File: src/hdl/mvng_pkg.sv
// mvng_pkg: shared constants, payload structs and state encodings of the vertex normal generator
package mvng_pkg;

    localparam int MAX_VERTS    = 64;
    localparam int VIDX_W       = $clog2(MAX_VERTS);
    localparam int CNT_W        = VIDX_W + 1;
    localparam int COORD_W      = 16;
    localparam int NRM_W        = 16;
    localparam int ACC_W        = 42;
    localparam int OPND_W       = 18;
    localparam int PROD_W       = 2 * OPND_W;
    localparam int ONE_Q14      = 16384;
    localparam int WELD_DIVISOR = 10000;
    localparam int DEGEN_LSB    = 1;
    localparam int TOL_MAX      = (3 * 65535) / WELD_DIVISOR;
    localparam int TOL_W        = $clog2(TOL_MAX + 1);

    typedef struct packed {
        logic signed [COORD_W-1:0] x;
        logic signed [COORD_W-1:0] y;
        logic signed [COORD_W-1:0] z;
        logic                      end_of_polygon;
        logic                      end_of_mesh;
    } in_item_t;

    typedef struct packed {
        logic signed [NRM_W-1:0] nx;
        logic signed [NRM_W-1:0] ny;
        logic signed [NRM_W-1:0] nz;
        logic                    last;
        logic                    overflow;
    } out_item_t;

    typedef struct packed {
        logic signed [ACC_W-1:0] x;
        logic signed [ACC_W-1:0] y;
        logic signed [ACC_W-1:0] z;
    } acc_vec_t;

    typedef struct packed {
        logic signed [NRM_W-1:0] x;
        logic signed [NRM_W-1:0] y;
        logic signed [NRM_W-1:0] z;
    } nrm_vec_t;

    typedef enum logic [1:0] {
        CFG_IS_CCW = 2'd0,
        CFG_FLAT   = 2'd1,
        CFG_CREASE = 2'd2
    } cfg_reg_t;

    typedef enum logic [4:0] {
        S_IDLE, S_CHK,
        S_CL_RD0, S_CL_P0, S_CL_B, S_CL_MUL, S_CL_NORM, S_CL_WAIT, S_CL_WR,
        S_MESH,
        S_WD_RDI, S_WD_I, S_WD_CMP, S_WD_RR, S_WD_RW, S_WD_NEXT,
        S_EM_RD, S_EM_F, S_EM_G, S_EM_DOT, S_EM_ADD, S_EM_NORM, S_EM_WAIT, S_EM_OUT
    } top_state_t;

    typedef enum logic [2:0] {
        N_IDLE, N_SHIFT, N_SQ, N_SQRT, N_DIVI, N_DIV, N_DONE
    } norm_state_t;

endpackage

File: src/hdl/mvng_norm.sv
// mvng_norm: multi-cycle vector normaliser (shift, square sum, bitwise root, restoring divide)
module mvng_norm
    import mvng_pkg::*;
(
    input  logic     clk,
    input  logic     rst_n,
    input  logic     start,
    input  acc_vec_t vin,
    output logic     done,
    output nrm_vec_t vout
);

    norm_state_t state_reg, state_next;

    logic [ACC_W-1:0]       a_reg [3];
    logic                   neg_reg [3];
    logic [ACC_W-1:0]       m_reg;
    logic [63:0]            q_reg;
    logic [59:0]            sq_reg;
    logic [63:0]            bit_reg;
    logic [63:0]            root_reg;
    logic [32:0]            rem_reg;
    logic [15:0]            nlo_reg;
    logic [15:0]            quo_reg;
    logic [4:0]             cnt_reg;
    logic [1:0]             k_reg;
    logic signed [NRM_W-1:0] out_reg [3];

    logic signed [ACC_W-1:0] vin_c [3];
    logic [ACC_W-1:0]        abs_c [3];
    logic [ACC_W-1:0]        max_c;
    logic [29:0]             sq_in;
    logic [29:0]             div_a;
    logic [63:0]             trial;
    logic [30:0]             r_c;
    logic [44:0]             num_c;
    logic [32:0]             rem_sh;
    logic                    q_bit;
    logic [15:0]             quo_n;
    logic [15:0]             cap_c;

    assign vin_c[0] = vin.x;
    assign vin_c[1] = vin.y;
    assign vin_c[2] = vin.z;

    always_comb
    begin
        for (int k = 0; k < 3; k++)
        begin
            abs_c[k] = vin_c[k][ACC_W-1] ? ACC_W'(-vin_c[k]) : ACC_W'(vin_c[k]);
        end
        max_c = abs_c[0];
        if (abs_c[1] > max_c)
        begin
            max_c = abs_c[1];
        end
        if (abs_c[2] > max_c)
        begin
            max_c = abs_c[2];
        end
    end

    always_comb
    begin
        case (cnt_reg[1:0])
            2'd0:    sq_in = a_reg[0][29:0];
            2'd1:    sq_in = a_reg[1][29:0];
            default: sq_in = a_reg[2][29:0];
        endcase
        case (k_reg)
            2'd0:    div_a = a_reg[0][29:0];
            2'd1:    div_a = a_reg[1][29:0];
            default: div_a = a_reg[2][29:0];
        endcase
        trial  = root_reg + bit_reg;
        r_c    = root_reg[30:0];
        num_c  = {1'b0, div_a, 14'b0} + 45'(r_c >> 1);
        rem_sh = {rem_reg[31:0], nlo_reg[15]};
        q_bit  = rem_sh >= 33'(r_c);
        quo_n  = {quo_reg[14:0], q_bit};
        cap_c  = (quo_n > 16'(ONE_Q14)) ? 16'(ONE_Q14) : quo_n;
    end

    always_comb
    begin
        state_next = state_reg;
        unique case (state_reg)
            N_IDLE:  if (start) state_next = (max_c == '0) ? N_DONE : N_SHIFT;
            N_SHIFT: if (m_reg[ACC_W-1:30] == '0 && m_reg[29]) state_next = N_SQ;
            N_SQ:    if (cnt_reg == 5'd3) state_next = N_SQRT;
            N_SQRT:  if (cnt_reg == 5'd31) state_next = N_DIVI;
            N_DIVI:  state_next = N_DIV;
            N_DIV:
            begin
                if (cnt_reg == 5'd15)
                begin
                    state_next = (k_reg == 2'd2) ? N_DONE : N_DIVI;
                end
            end
            N_DONE:  state_next = N_IDLE;
            default: state_next = N_IDLE;
        endcase
    end

    always_ff @(posedge clk or negedge rst_n)
    begin
        if (!rst_n)
        begin
            state_reg <= N_IDLE;
            cnt_reg   <= '0;
            k_reg     <= '0;
        end
        else
        begin
            state_reg <= state_next;
            case (state_reg)
                N_SHIFT: cnt_reg <= '0;
                N_SQ:    cnt_reg <= (cnt_reg == 5'd3) ? 5'd0 : cnt_reg + 5'd1;
                N_SQRT:
                begin
                    cnt_reg <= cnt_reg + 5'd1;
                    k_reg   <= '0;
                end
                N_DIVI:  cnt_reg <= '0;
                N_DIV:
                begin
                    cnt_reg <= cnt_reg + 5'd1;
                    if (cnt_reg == 5'd15)
                    begin
                        k_reg <= k_reg + 2'd1;
                    end
                end
                default: ;
            endcase
        end
    end

    always_ff @(posedge clk)
    begin
        case (state_reg)
            N_IDLE:
            begin
                if (start)
                begin
                    for (int k = 0; k < 3; k++)
                    begin
                        a_reg[k]   <= abs_c[k];
                        neg_reg[k] <= vin_c[k][ACC_W-1];
                        out_reg[k] <= '0;
                    end
                    m_reg <= max_c;
                end
            end
            N_SHIFT:
            begin
                if (m_reg[ACC_W-1:30] != '0)
                begin
                    for (int k = 0; k < 3; k++)
                    begin
                        a_reg[k] <= a_reg[k] >> 1;
                    end
                    m_reg <= m_reg >> 1;
                end
                else if (!m_reg[29])
                begin
                    for (int k = 0; k < 3; k++)
                    begin
                        a_reg[k] <= a_reg[k] << 1;
                    end
                    m_reg <= m_reg << 1;
                end
                q_reg <= '0;
            end
            N_SQ:
            begin
                sq_reg <= sq_in * sq_in;
                if (cnt_reg != 5'd0)
                begin
                    q_reg <= q_reg + 64'(sq_reg);
                end
                bit_reg  <= 64'd1 << 62;
                root_reg <= '0;
            end
            N_SQRT:
            begin
                if (q_reg >= trial)
                begin
                    q_reg    <= q_reg - trial;
                    root_reg <= (root_reg >> 1) + bit_reg;
                end
                else
                begin
                    root_reg <= root_reg >> 1;
                end
                bit_reg <= bit_reg >> 2;
            end
            N_DIVI:
            begin
                rem_reg <= 33'(num_c[44:16]);
                nlo_reg <= num_c[15:0];
                quo_reg <= '0;
            end
            N_DIV:
            begin
                rem_reg <= q_bit ? rem_sh - 33'(r_c) : rem_sh;
                nlo_reg <= nlo_reg << 1;
                quo_reg <= quo_n;
                if (cnt_reg == 5'd15)
                begin
                    out_reg[k_reg] <= neg_reg[k_reg] ? -$signed(cap_c) : $signed(cap_c);
                end
            end
            default: ;
        endcase
    end

    assign done   = (state_reg == N_DONE);
    assign vout.x = out_reg[0];
    assign vout.y = out_reg[1];
    assign vout.z = out_reg[2];

    a_start_idle: assert property (@(posedge clk) disable iff (!rst_n)
        start |-> state_reg == N_IDLE)
        else $error("normaliser started while busy");
    a_done_pulse: assert property (@(posedge clk) disable iff (!rst_n)
        done |=> !done)
        else $error("normaliser done held");
    a_divisor: assert property (@(posedge clk) disable iff (!rst_n)
        state_reg == N_DIV |-> root_reg[30:29] != 2'b00)
        else $error("root out of range during divide");

endmodule

File: config.mk
export PLATFORM = sky130hd
export DESIGN_NAME = mvng_norm
export DESIGN_NICKNAME = d
export VERILOG_FILES = /design/src/hdl/mvng_pkg.sv /design/src/hdl/mvng_norm.sv
export SDC_FILE = /design/constraint.sdc
export NUM_CORES = 2
export LEC_CHECK = 0
export ABC_CLOCK_PERIOD_IN_PS = 16300
export BUFFER_PORTS_ARGS = -buffer_cell sky130_fd_sc_hd__buf_4
export CAP_MARGIN = 10
export CORE_ASPECT_RATIO = 1.75
export CORE_UTILIZATION = 59
export CTS_CLUSTER_DIAMETER = 40
export CTS_CLUSTER_SIZE = 28
export DETAILED_ROUTE_END_ITERATION = 6
export PLACE_DENSITY = 0.77
export RECOVER_POWER = 50
export SYNTH_ARGS = -nofsm -noshare
export SYNTH_HDL_FRONTEND = slang
export SYNTH_SLANG_ARGS = --single-unit
File: constraint.sdc
create_clock -name clk -period 16.3 [get_ports clk]
set_input_delay 0.815 -clock clk [delete_from_list [all_inputs] [get_ports clk]]
set_output_delay 0.815 -clock clk [all_outputs]
set_load 0.01 [all_outputs]
==> impl_results.md <==
- Min-Delay Path Depth: 2
- Max reg flops: approximately 130
- Failing checks: design-rule violations, max-capacitance violations, max-slew violations
- PortBufs: approximately 180
- GP Congestion: 1.08
- Final setup viols: 0
- Syn nets: between 8000 and 9000
- Status: finished with violations
- Ys async rst share: 0.0196
- RR Startpoint: cnt_reg[1]$_DFFE_PN0P_
- Worst-path clk slew: around 0.07 ns
- Global route overflow: 0
- Drt first pass iters: 7
- Syn Inst Count: about 7300
- Vias: between 50000 and 60000
- Placed cells: roughly 8700
- Slew headroom: -1.72
- H-tree Lvls: 3
- CP delay by family, top: adder cells
- Worst Setup SP: cnt_reg[1]$_DFFE_PN0P_
- RSZ-0062 raised after global routing: no
- Vias in the first global route: 58700
- Main synth FF type: edfxtp_1
- 1st-iter DRT viols: about 5100
- Max_cap viols: 21
- Highest-delay cell along the critical path: clkbuf_1
- Num rows: 161
- DRC viols: 1
- Die area: between 0.1 and 0.15 mm^2
- Synth warn: 0
- Synth area leaders: edfxtp_1, fa_1, ha_1
- WL per Instance: approximately 25 um
- Starting Density: 0.597
- Reg2reg path depth: 34
- Post-synth cell types: just over 90
- WP data required: about 17 ns
- Worst-skew pair later-pin latency: approximately 0.7 ns
- Core Area: ~0.11 mm^2
- #FFs+latches synth: ~510
- Count leader, synth: inv_1
- Fin util: 0.642
- Final nets: between 8000 and 9000
- Post-synth top area share: 0.229
- Clock skew: ~0.039 ns
- Critical path data arrival time: about 14 ns
- Crit Path Max Fanout: 33
- Fmax achieved: 72.7 MHz
- Buf/Inv on CP: 7
- Yosys top cell by area: edfxtp_1
- Routed wire length: between 200000 and 250000 um
- Critical path launch point type: flop
- Final hold viol count: 0
- Fin crit share: 0.844
- Post-synthesis sequential area ratio: 0.233
- Min Tclk post-route: 13.75 ns
- TritonCTS clock tree: done
- Share of layout cells above drive strength 1: 0.0542
- Synthesized area: approximately 0.066 mm^2
- Largest net degree at the start of global routing: roughly 120
- Setup crit end kind: flop
- Fillers: 9325
- Min-Delay Path Class: reg2reg
- CTS Sinks: 511
- TNS Setup: 0 ns
- Vias per inst: about 6.4
- Post-synth top cells: inv_1, nor2_1, nand2_1, fa_1, ha_1
- Initial antenna violation count: 9
- First-pass GRT wire length: between 300000 and 400000 um
- Detail Route Antenna Nets: 0
- Hpwl dp: ~170000 um
- Syn Area/Cell: between 9 and 10 um^2
- Worst slew pin tran: roughly 4.1 ns
- Worst setup path class: reg2reg
- Non-filler cells, final: 8868
- I/O Pins: 178
- GRT Total Usage: 0.399
- Worst reg2reg endpoint: sq_reg[58]$_DFFE_PP_
- Area Growth Syn to Fin: 7.60%
- Root Buffer: clkbuf_16
- Hold Crit Endpoint: nlo_reg[15]$_DFFE_PP_
- Total CTS buffers: between 60 and 70
- Horiz. Die Dim: about 250 um
- Worst path max stage delay: ~1.5 ns
- Final Max Slew Viols: ~1100
- Reg2Reg Setup Slack: around 2.5 ns
- Height of the die: 444 um
- Clock Path Buffers: 3
- Post-synth EDFFs: ~500
- Worst hold start: nlo_reg[14]$_DFFE_PP_
- Worst path most repeated cell: fa_1
-- tightest hold or removal path: cells and delay by family, from the launching register on --
| family | cells | cell delay (ns) |
|---|---|---|
| and+or+nand+nor | 2 | 0.10 |
| DFF | 1 | 0.32 |
-- routing by layer --
metal,vias to the layer above,track usage,wire length (um),part of all wire
li1,25100,-,-,-
met1,27300,0.414,70100,0.32
met2,2883,0.655,105000,0.48
met3,1175,0.100,20200,0.091
met4,12,0.371,25000,0.11
met5,-,0,77,0.00035
-- stage by stage --
| stage | worst slack, ns | cell area, um^2 | hold WS (ns) |
|---|---|---|---|
| after floorplan | 0.116 | 65700 | 0.484 |
| after global placement | 4.17 | 68500 | 0.505 |
| after detailed placement | 4.15 | 68500 | 0.506 |
| after CTS | 4.67 | 71000 | 0.501 |
| after global routing | 2.10 | 70700 | 0.539 |
| final | 2.55 | 70700 | 0.515 |
-- cells in the final DEF, fill, tap and decap left out, drive strengths merged, types with 22 or more instances in the layout --
master	n
o21a	42
o22ai	43
a211oi	70
o21bai	53
a31o	23
o21ai	410
nand3	73
o211ai	43
a22oi	27
xnor2	215
a21oi	415
fa	698
clkinv	34
nand4	66
and3	77
or4	36
nand2	724
mux2i	34
clkbuf	143
o31ai	55
and2	22
nor3	62
a21o	198
nor2	787
nor4	39
o41ai	27
xor2	251
a31oi	98
inv	939
or3	39
edfxtp	501
nand2b	51
buf	190
a32oi	27
nor2b	65
or2	25
a22o	42
ha	577
-- how the worst max path moves through the flow --
stage / end / cells past startpoint
2_1_floorplan: q_reg[0]$_DFFE_PP_ / 30
3_3_place_gp: sq_reg[58]$_DFFE_PP_ / 34
3_5_place_dp: state_reg[0]$_DFFE_PN0P_ / 30
4_1_cts: sq_reg[58]$_DFFE_PP_ / 36
5_1_grt: sq_reg[58]$_DFFE_PP_ / 34
6_report: sq_reg[58]$_DFFE_PP_ / 34
-- logic make-up (layout without fill, tap and decap cells) --
logic type      Yosys count  in the layout  share of synthesized area
mux                      37             37                    0.00586
xor+xnor                466            466                     0.0623
flops                   511            511                      0.233
compound gates         1676           1676                      0.163
simple gates           2106           2106                      0.143
fa+ha+maj              1278           1278                      0.323
buf+inv                1224           1323                     0.0703
other cells               0              4                          0
-- repair_timing --
action / CTS / global route
hold buffers: 1 / 0
buffers inserted: 0 / 0
gates resized for setup: 0 / 0
hold endpoints to repair: 5 / 0
-- layout make-up --
cell class	count	area [um^2]	area share
clock buffer	72	1760	0.0249
timing repair buffer	262	1700	0.0241
multi-input combinational	5563	45900	0.649
sequential	511	15300	0.216
clock inverter	52	712	0.0101
antenna	4	10.0	0.000142
inverter	937	3520	0.0497
tap	1467	1840	0.0260
Power is not shown: default switching activity piles up to over one toggle a cycle in this logic, so the estimate is an artifact.
